--- src/sv/la32r_dec_pkg.sv ---
// Types, codes and the instruction pattern table for the LA32R decoder.
// No dependencies; imported by la32r_instruction_decoder.
package la32r_dec_pkg;

  localparam int NumPat = 61;

  typedef enum logic [1:0] {
    FaultOk        = 2'd0,
    FaultMisalign  = 2'd1,
    FaultUserHigh  = 2'd2,
    FaultInvalid   = 2'd3
  } fault_e;

  typedef enum logic [3:0] {
    FmtNone      = 4'd0,
    FmtR3        = 4'd1,
    FmtR2I12     = 4'd2,
    FmtR2I12U    = 4'd3,
    FmtR1I20     = 4'd4,
    FmtR2I8      = 4'd5,
    FmtR2I14     = 4'd6,
    FmtR2I14S    = 4'd7,
    FmtR2I16     = 4'd8,
    FmtI26       = 4'd9,
    FmtCode15    = 4'd10,
    FmtBl        = 4'd11,
    FmtPcaddu12i = 4'd12,
    FmtJirl      = 4'd13,
    FmtCacop     = 4'd14
  } fmt_e;

  // stores and preld carry an rd field that is not a destination
  localparam logic [5:0] IdStB  = 6'd29;
  localparam logic [5:0] IdStH  = 6'd30;
  localparam logic [5:0] IdStW  = 6'd31;
  localparam logic [5:0] IdPreld = 6'd32;

  localparam logic [1:0]  PlvUser      = 2'd3;
  localparam logic [31:0] LinkOffset   = 32'd4;

  localparam logic [31:0] M17  = 32'hFFFF8000;
  localparam logic [31:0] M10  = 32'hFFC00000;
  localparam logic [31:0] M8   = 32'hFF000000;
  localparam logic [31:0] M7   = 32'hFE000000;
  localparam logic [31:0] M6   = 32'hFC000000;
  localparam logic [31:0] MAll = 32'hFFFFFFFF;
  localparam logic [31:0] MI14 = 32'hFF0003E0;

  localparam logic [31:0] PatMask [NumPat] = '{
    M17, M17, M17, M17, M17, M17, M17, M17, M17, M17,
    M17, M17, M17, M17, M17, M17, M17, M17,
    M7, M7,
    M10, M10, M10, M10, M10, M10, M10, M10, M10, M10, M10, M10, M10,
    M10, M10, M10,
    M17, M17, M17,
    M6, M6, M6, M6, M6, M6, M6, M6, M6,
    MI14, MI14, M8,
    M8, M8,
    M17, M17, M17,
    MAll, M17, M17, MAll, MAll
  };

  localparam logic [31:0] PatMatch [NumPat] = '{
    32'h00100000, 32'h00110000, 32'h00120000, 32'h00128000, 32'h00140000,
    32'h00148000, 32'h00150000, 32'h00158000, 32'h001C0000, 32'h001C8000,
    32'h001D0000, 32'h00200000, 32'h00210000, 32'h00208000, 32'h00218000,
    32'h00170000, 32'h00178000, 32'h00180000,
    32'h14000000, 32'h1C000000,
    32'h02800000, 32'h02000000, 32'h02400000, 32'h06000000, 32'h28000000,
    32'h28400000, 32'h28800000, 32'h2A000000, 32'h2A400000, 32'h29000000,
    32'h29400000, 32'h29800000, 32'h2AC00000,
    32'h03400000, 32'h03800000, 32'h03C00000,
    32'h00408000, 32'h00448000, 32'h00488000,
    32'h58000000, 32'h5C000000, 32'h60000000, 32'h64000000, 32'h68000000,
    32'h6C000000, 32'h4C000000, 32'h50000000, 32'h54000000,
    32'h04000000, 32'h04000020, 32'h04000000,
    32'h20000000, 32'h21000000,
    32'h002B0000, 32'h002A0000, 32'h06488000,
    32'h06483800, 32'h38720000, 32'h38728000, 32'h80000000, 32'hC0000000
  };

  localparam fmt_e PatFmt [NumPat] = '{
    FmtR3, FmtR3, FmtR3, FmtR3, FmtR3, FmtR3, FmtR3, FmtR3, FmtR3, FmtR3,
    FmtR3, FmtR3, FmtR3, FmtR3, FmtR3, FmtR3, FmtR3, FmtR3,
    FmtR1I20, FmtPcaddu12i,
    FmtR2I12, FmtR2I12, FmtR2I12, FmtCacop, FmtR2I12, FmtR2I12, FmtR2I12,
    FmtR2I12, FmtR2I12, FmtR2I12, FmtR2I12, FmtR2I12, FmtR2I12,
    FmtR2I12U, FmtR2I12U, FmtR2I12U,
    FmtR2I8, FmtR2I8, FmtR2I8,
    FmtR2I16, FmtR2I16, FmtR2I16, FmtR2I16, FmtR2I16, FmtR2I16,
    FmtJirl, FmtI26, FmtBl,
    FmtR2I14, FmtR2I14, FmtR2I14,
    FmtR2I14S, FmtR2I14S,
    FmtCode15, FmtCode15, FmtCode15,
    FmtNone, FmtNone, FmtNone, FmtNone, FmtNone
  };

  typedef struct packed {
    logic [31:0] instr_word;
    logic [31:0] fetch_pc;
    logic [1:0]  privilege_level;
  } dec_in_t;

  typedef struct packed {
    fault_e      fault;
    logic [5:0]  instr_id;
    fmt_e        format;
    logic [4:0]  rd_index;
    logic [4:0]  rj_index;
    logic [4:0]  rk_index;
    logic [31:0] immediate;
    logic [31:0] link_addr;
    logic        dest_write_en;
  } dec_out_t;

endpackage

--- src/sv/la32r_instruction_decoder.sv ---
// LA32R instruction decoder: input register, pattern match and operand
// extraction, result register. Depends on la32r_dec_pkg.
//
// Usage:
//   Input channel in_valid_i/in_ready_o carries one fetched instruction with
//   its pc and privilege level per transaction. Output channel
//   out_valid_o/out_ready_i returns exactly one decode result per input, in
//   order: fault code, instruction id, format, register fields, immediate
//   (or pc-relative target), pc+4 and the destination write enable.
//   A transaction is held in the input register; the decode table lookup and
//   the single immediate/target adder sit between it and the result register,
//   which drives out_valid_o and out_data_o.
//   Throughput is one transaction per cycle while out_ready_i is high.
//   When the receiver stalls, the result register holds its transaction and
//   the input register still takes one more; in_ready_o drops only when both
//   stages are full and out_ready_i is low.
//   Reset (rst_ni low, asynchronous) empties both stages; no state survives
//   between transactions, so nothing else is cleared.
module la32r_instruction_decoder
  import la32r_dec_pkg::*;
(
  input  logic     clk_i,
  input  logic     rst_ni,
  input  logic     in_valid_i,
  output logic     in_ready_o,
  input  dec_in_t  in_data_i,
  output logic     out_valid_o,
  input  logic     out_ready_i,
  output dec_out_t out_data_o
);

  logic     in_valid_q;
  dec_in_t  in_data_q;
  logic     out_valid_q;
  dec_out_t out_data_q;
  logic     advance;
  dec_out_t dec_d;

  logic [NumPat-1:0] hit;
  logic              any_hit;
  logic [5:0]        id;
  fmt_e              fmt;
  logic [31:0]       w;
  logic [31:0]       pc;
  logic [31:0]       add_a;
  logic [31:0]       add_b;
  logic [31:0]       imm;
  logic              writes;
  logic [4:0]        rd;

  assign advance    = !out_valid_q || out_ready_i;
  assign in_ready_o = !in_valid_q || advance;

  assign w  = in_data_q.instr_word;
  assign pc = in_data_q.fetch_pc;

  // first matching pattern wins
  always_comb begin
    id = '0;
    for (int i = 0; i < NumPat; i++) begin
      hit[i] = (w & PatMask[i]) == PatMatch[i];
    end
    for (int i = NumPat - 1; i >= 0; i--) begin
      if (hit[i]) begin
        id = 6'(i);
      end
    end
    any_hit = |hit;
    fmt     = any_hit ? PatFmt[id] : FmtNone;
  end

  always_comb begin
    add_a  = '0;
    add_b  = '0;
    writes = 1'b0;
    rd     = w[4:0];
    unique case (fmt)
      FmtR3: begin
        writes = 1'b1;
      end
      FmtR2I12: begin
        add_b  = {{20{w[21]}}, w[21:10]};
        writes = !(id == IdStB || id == IdStH || id == IdStW || id == IdPreld);
      end
      FmtCacop: begin
        add_b = {{20{w[21]}}, w[21:10]};
      end
      FmtR2I12U: begin
        add_b  = {20'd0, w[21:10]};
        writes = 1'b1;
      end
      FmtR1I20: begin
        add_b  = {w[24:5], 12'd0};
        writes = 1'b1;
      end
      FmtPcaddu12i: begin
        add_a  = pc;
        add_b  = {w[24:5], 12'd0};
        writes = 1'b1;
      end
      FmtR2I8: begin
        add_b  = {27'd0, w[14:10]};
        writes = 1'b1;
      end
      FmtR2I14: begin
        add_b  = {18'd0, w[23:10]};
        writes = 1'b1;
      end
      FmtR2I14S: begin
        add_b  = {{18{w[23]}}, w[23:10]};
        writes = 1'b1;
      end
      FmtR2I16: begin
        add_a = pc;
        add_b = {{14{w[25]}}, w[25:10], 2'b00};
      end
      FmtJirl: begin
        add_b  = {{14{w[25]}}, w[25:10], 2'b00};
        writes = 1'b1;
      end
      FmtI26: begin
        add_a = pc;
        add_b = {{4{w[9]}}, w[9:0], w[25:10], 2'b00};
      end
      FmtBl: begin
        add_a  = pc;
        add_b  = {{4{w[9]}}, w[9:0], w[25:10], 2'b00};
        rd     = 5'd1;
        writes = 1'b1;
      end
      FmtCode15: begin
        add_b = {17'd0, w[14:0]};
      end
      default: begin
      end
    endcase
    imm = add_a + add_b;
  end

  always_comb begin
    dec_d = '0;
    priority if (pc[1:0] != 2'b00) begin
      dec_d.fault = FaultMisalign;
    end else if (in_data_q.privilege_level == PlvUser && pc[31]) begin
      dec_d.fault = FaultUserHigh;
    end else if (!any_hit) begin
      dec_d.fault = FaultInvalid;
    end else begin
      dec_d.fault         = FaultOk;
      dec_d.instr_id      = id;
      dec_d.format        = fmt;
      dec_d.rd_index      = rd;
      dec_d.rj_index      = w[9:5];
      dec_d.rk_index      = w[14:10];
      dec_d.immediate     = imm;
      dec_d.link_addr     = pc + LinkOffset;
      dec_d.dest_write_en = writes && (rd != 5'd0);
    end
  end

  always_ff @(posedge clk_i or negedge rst_ni) begin
    if (!rst_ni) begin
      in_valid_q  <= 1'b0;
      out_valid_q <= 1'b0;
    end else begin
      if (in_ready_o) begin
        in_valid_q <= in_valid_i;
      end
      if (advance) begin
        out_valid_q <= in_valid_q;
      end
    end
  end

  always_ff @(posedge clk_i) begin
    if (in_valid_i && in_ready_o) begin
      in_data_q <= in_data_i;
    end
    if (advance && in_valid_q) begin
      out_data_q <= dec_d;
    end
  end

  assign out_valid_o = out_valid_q;
  assign out_data_o  = out_data_q;

  // back-pressure only when both stages hold a transaction
  a_ready_stall: assert property (@(posedge clk_i) disable iff (!rst_ni)
    !in_ready_o |-> (in_valid_q && out_valid_o && !out_ready_i))
    else $error("input stalled while a stage is free");

  a_fault_clears: assert property (@(posedge clk_i) disable iff (!rst_ni)
    (out_valid_o && out_data_o.fault != FaultOk) |->
      (out_data_o.immediate == '0 && out_data_o.instr_id == '0 &&
       out_data_o.link_addr == '0 && !out_data_o.dest_write_en))
    else $error("faulting transaction carries decode fields");

  a_no_r0_write: assert property (@(posedge clk_i) disable iff (!rst_ni)
    (out_valid_o && out_data_o.dest_write_en) |-> (out_data_o.rd_index != 5'd0))
    else $error("write enable set for r0");

  a_bl_link: assert property (@(posedge clk_i) disable iff (!rst_ni)
    (out_valid_o && out_data_o.fault == FaultOk && out_data_o.format == FmtBl) |->
      (out_data_o.rd_index == 5'd1 && out_data_o.dest_write_en))
    else $error("bl without link to r1");

endmodule

--- config.mk ---
export PLATFORM = sky130hd
export DESIGN_NAME = la32r_instruction_decoder
export DESIGN_NICKNAME = d
export VERILOG_FILES = /design/src/sv/la32r_dec_pkg.sv /design/src/sv/la32r_instruction_decoder.sv
export SDC_FILE = /design/constraint.sdc
export NUM_CORES = 1
export LEC_CHECK = 0
export CAP_MARGIN = 20
export CORE_MARGIN = 4
export CORE_UTILIZATION = 35
export CTS_CLUSTER_SIZE = 40
export DETAILED_ROUTE_END_ITERATION = 6
export DONT_BUFFER_PORTS = 1
export SLEW_MARGIN = 20
export SYNTH_ARGS = -nofsm -noshare
export SYNTH_HDL_FRONTEND = slang
export SYNTH_SLANG_ARGS = --single-unit
--- constraint.sdc ---
create_clock -name clk_i -period 16.8 [get_ports clk_i]
set_clock_uncertainty 0.15 [all_clocks]
set_input_delay 4.2 -clock clk_i [delete_from_list [all_inputs] [get_ports clk_i]]
set_output_delay 4.2 -clock clk_i [all_outputs]
set_load 0.05 [all_outputs]
==> reports/summary.txt <==
Outcome -> finished clean
Nature of the critical path endpoint -> output port
Number of global-route vias before repair -> 7315
Post-DR vias/cell -> 5.76
Cell Area, Synth -> 9890 sq um
Largest net degree at the start of global routing -> 69
HPWL after detailed placement -> 22800 um
Fill cell count -> 2733
Tot GR Track Use -> 19.5%
Ports -> 164
Setup TNS -> 0 ns
Detailed-route wire length -> 30700 um
Post-layout nets -> 1047
Avg WL per Cell -> 23.0 um
Synthesis-stage register bit count -> 160
CTS Buf Count -> 17
# setup viols final -> 0
Synth Flop Type -> edfxtp_1
Max_slew headroom -> 35.5%
Clk_lat worst skew -> 0.43 ns
Yosys cell types -> 87
Max FO, Critical Path -> 3
Worst-path clk slew -> 0.07 ns
Clock share of power -> 37.9%
Syn Area/Cell -> 10.2 sq um
Detailed Routing Iterations Pass 1 -> 5
WP data required -> 12.45 ns
Net Sw Power -> 321 uW
Slowest cell on crit path -> nand3b_1
Arrival time worst endpoint -> 4.70 ns
Sequential area share after synthesis -> 48.5%
Chip height -> 176 um
Clock root cell -> clkbuf_16
Number of flops mapped to enable cells by yosys -> 158
Warnings from Yosys -> 0
PortBufs -> 0
Pins Over Slew Limit -> 0
CTS tree -> done
Critical-path cell list -> nand3b_1
Slew @ Worst Pin -> 0.943 ns
Tcrit/Tclk final -> 53.9%
Layout cell share with drive strength beyond 1 -> 7.52%
DIE AREA -> 31000 sq um
Num Clock Sinks -> 160
CTS Buffer Depth -> 2
Cells resized by post-CTS repair -> 0
Net Sw Frac -> 31.1%
Slowest stage delay, CP -> 0.50 ns
Int Pwr -> 710 uW
CP delay by family, top -> simple AND/OR/NAND/NOR gates
DRT antenna net count -> 0
Max capacitance violation total -> 0
Routed vias -> 7693
GR Overflow Total -> 0
PwrDens -> 95.7 nW/um^2
DRC Markers -> 0
Post-CTS setup buffers -> 0
Ys async rst share -> 1.25%
GP Congestion -> 0.936
Drt initial violations -> 727
RSZ-0062 raised after global routing -> false
Final worst path period need -> 9.05 ns
H-tree levels -> 4
Comb power frac -> 8.3%
Final Cell Area -> 10800 sq um
Initial core utilization -> 35.5%
Fmax -> 110 MHz
Fin. Hold Viols -> 0
Cell Area, Placed -> 10200 sq um
VDD IR-drop max -> 49.1 uV
Post-synthesis cell count -> 970
Setup CP Type -> primary input to output port
Static leakage -> 3.91 nW
First-pass GRT wire length -> 46500 um
Initial antenna violation count -> 1
CTS Hold Bufs -> 0
Area growth from synthesis to layout -> 9.02%
Floorplan Core Area -> 27900 sq um
Worst setup SP type -> primary input
Crit path buf inv count -> 0
HP Class -> register to register
N_diodes -> 0
Row cnt -> 61
Flop pwr share -> 53.7%
Die Span X -> 176 um
==> metrics by stage <==
step	hold WS (ns)	cells	util (%)	total power, mW	worst slack, ns
after detailed placement	0.365	1303	36.6	0.648	7.75
after global routing	0.405	1335	38.7	1.07	7.74
after global placement	0.325	1303	36.6	0.648	7.75
after CTS	0.384	1335	38.7	1.04	7.75
final	0.375	1335	38.7	1.03	7.75
after floorplan	0.299	971	-	0.613	7.77
==> cells in the final DEF, fill, tap and decap left out, types with 22 or more instances in the layout <==
| cell | count |
|---|---|
| edfxtp_1 | 158 |
| nor2_1 | 115 |
| nand2_1 | 69 |
| nor2b_1 | 46 |
| o21ai_0 | 37 |
| nand3_1 | 36 |
| a21oi_1 | 34 |
| ha_1 | 32 |
| nor3_1 | 30 |
| xor2_1 | 29 |
| nand4_1 | 22 |
==> registers in the layout (all words and copies together), names as in the netlist <==
signal / cells
in_valid_q: 1
in_data_q: 2
pc: 32
out_valid_o: 1
w: 32
out_data_o: 92
==> metal layers <==
layer  routed length, um  vias up  GRT usage [%]
met1               14500     3705           28.9
li1                    -     3599              -
met2               13300      345           29.0
met5                  19        -              0
met4                 561        2           4.58
met3                2300       42           4.60
==> power groups by stage <==
stage	clock (mW)	combinational (mW)	sequential, mW
detailed placement	0	0.0856	0.562
global route	0.420	0.0945	0.557
finish	0.391	0.0860	0.554
CTS	0.402	0.0861	0.554
global placement	0	0.0855	0.562
floorplan	0	0.0726	0.541
==> cells in the mapped netlist (all sizes together) (22+ instances only) <==
master / number / area share [%]
o21ai: 39 / 2.0
edfxtp: 158 / 48
nand2: 71 / 2.7
a21oi: 34 / 1.7
ha: 32 / 4.0
nand3: 36 / 1.8
nor3: 31 / 1.6
and2: 23 / 1.5
xor2: 29 / 2.6
clkbuf: 29 / 1.1
buf: 25 / 1.3
nand4: 22 / 1.4
nor2: 116 / 4.5
nor2b: 47 / 3.0
==> area by class of cell <==
| type | instances | area (sq um) | area share, % |
|---|---|---|---|
| Sequential cell | 160 | 4790 | 44.5 |
| Clock inverter | 13 | 143 | 1.32 |
| Inverter | 15 | 56.3 | 0.522 |
| Tap cell | 378 | 473 | 4.39 |
| Timing Repair Buffer | 8 | 60.1 | 0.557 |
| Clock buffer | 19 | 433 | 4.02 |
| Multi-Input combinational cell | 742 | 4820 | 44.7 |
==> cells by family (layout without fill, tap and decap cells) <==
family	after synthesis	in the layout	synth area share, %
AO/OA/AOI/OAI	207	207	15.4
multiplexers	2	2	0.202
adder cells (fa/ha/maj)	33	33	4.25
AND/OR/NAND/NOR	448	448	24.1
other	1	2	0.0379
buffers and inverters	69	55	2.97
XOR/XNOR	50	50	4.57
flip-flops	160	160	48.5
==> path summary, 6_finish.rpt <==
| kind | start | to | slack, ns | cells past startpoint |
|---|---|---|---|---|
| max in group asynchronous | rst_ni | out_valid_o | 13.13 | 0 |
| worst min register to register | in_valid_q | out_valid_o | 0.37 | 1 |
| min in group asynchronous | rst_ni | in_valid_q | 3.30 | 0 |
| worst max-delay path | out_ready_i | in_ready_o | 7.75 | 1 |
| worst max register to register | w[27] | out_data_o[64] | 8.59 | 25 |
| worst min-delay path | in_valid_q | out_valid_o | 0.37 | 1 |
(Power assumes the default switching activity.)
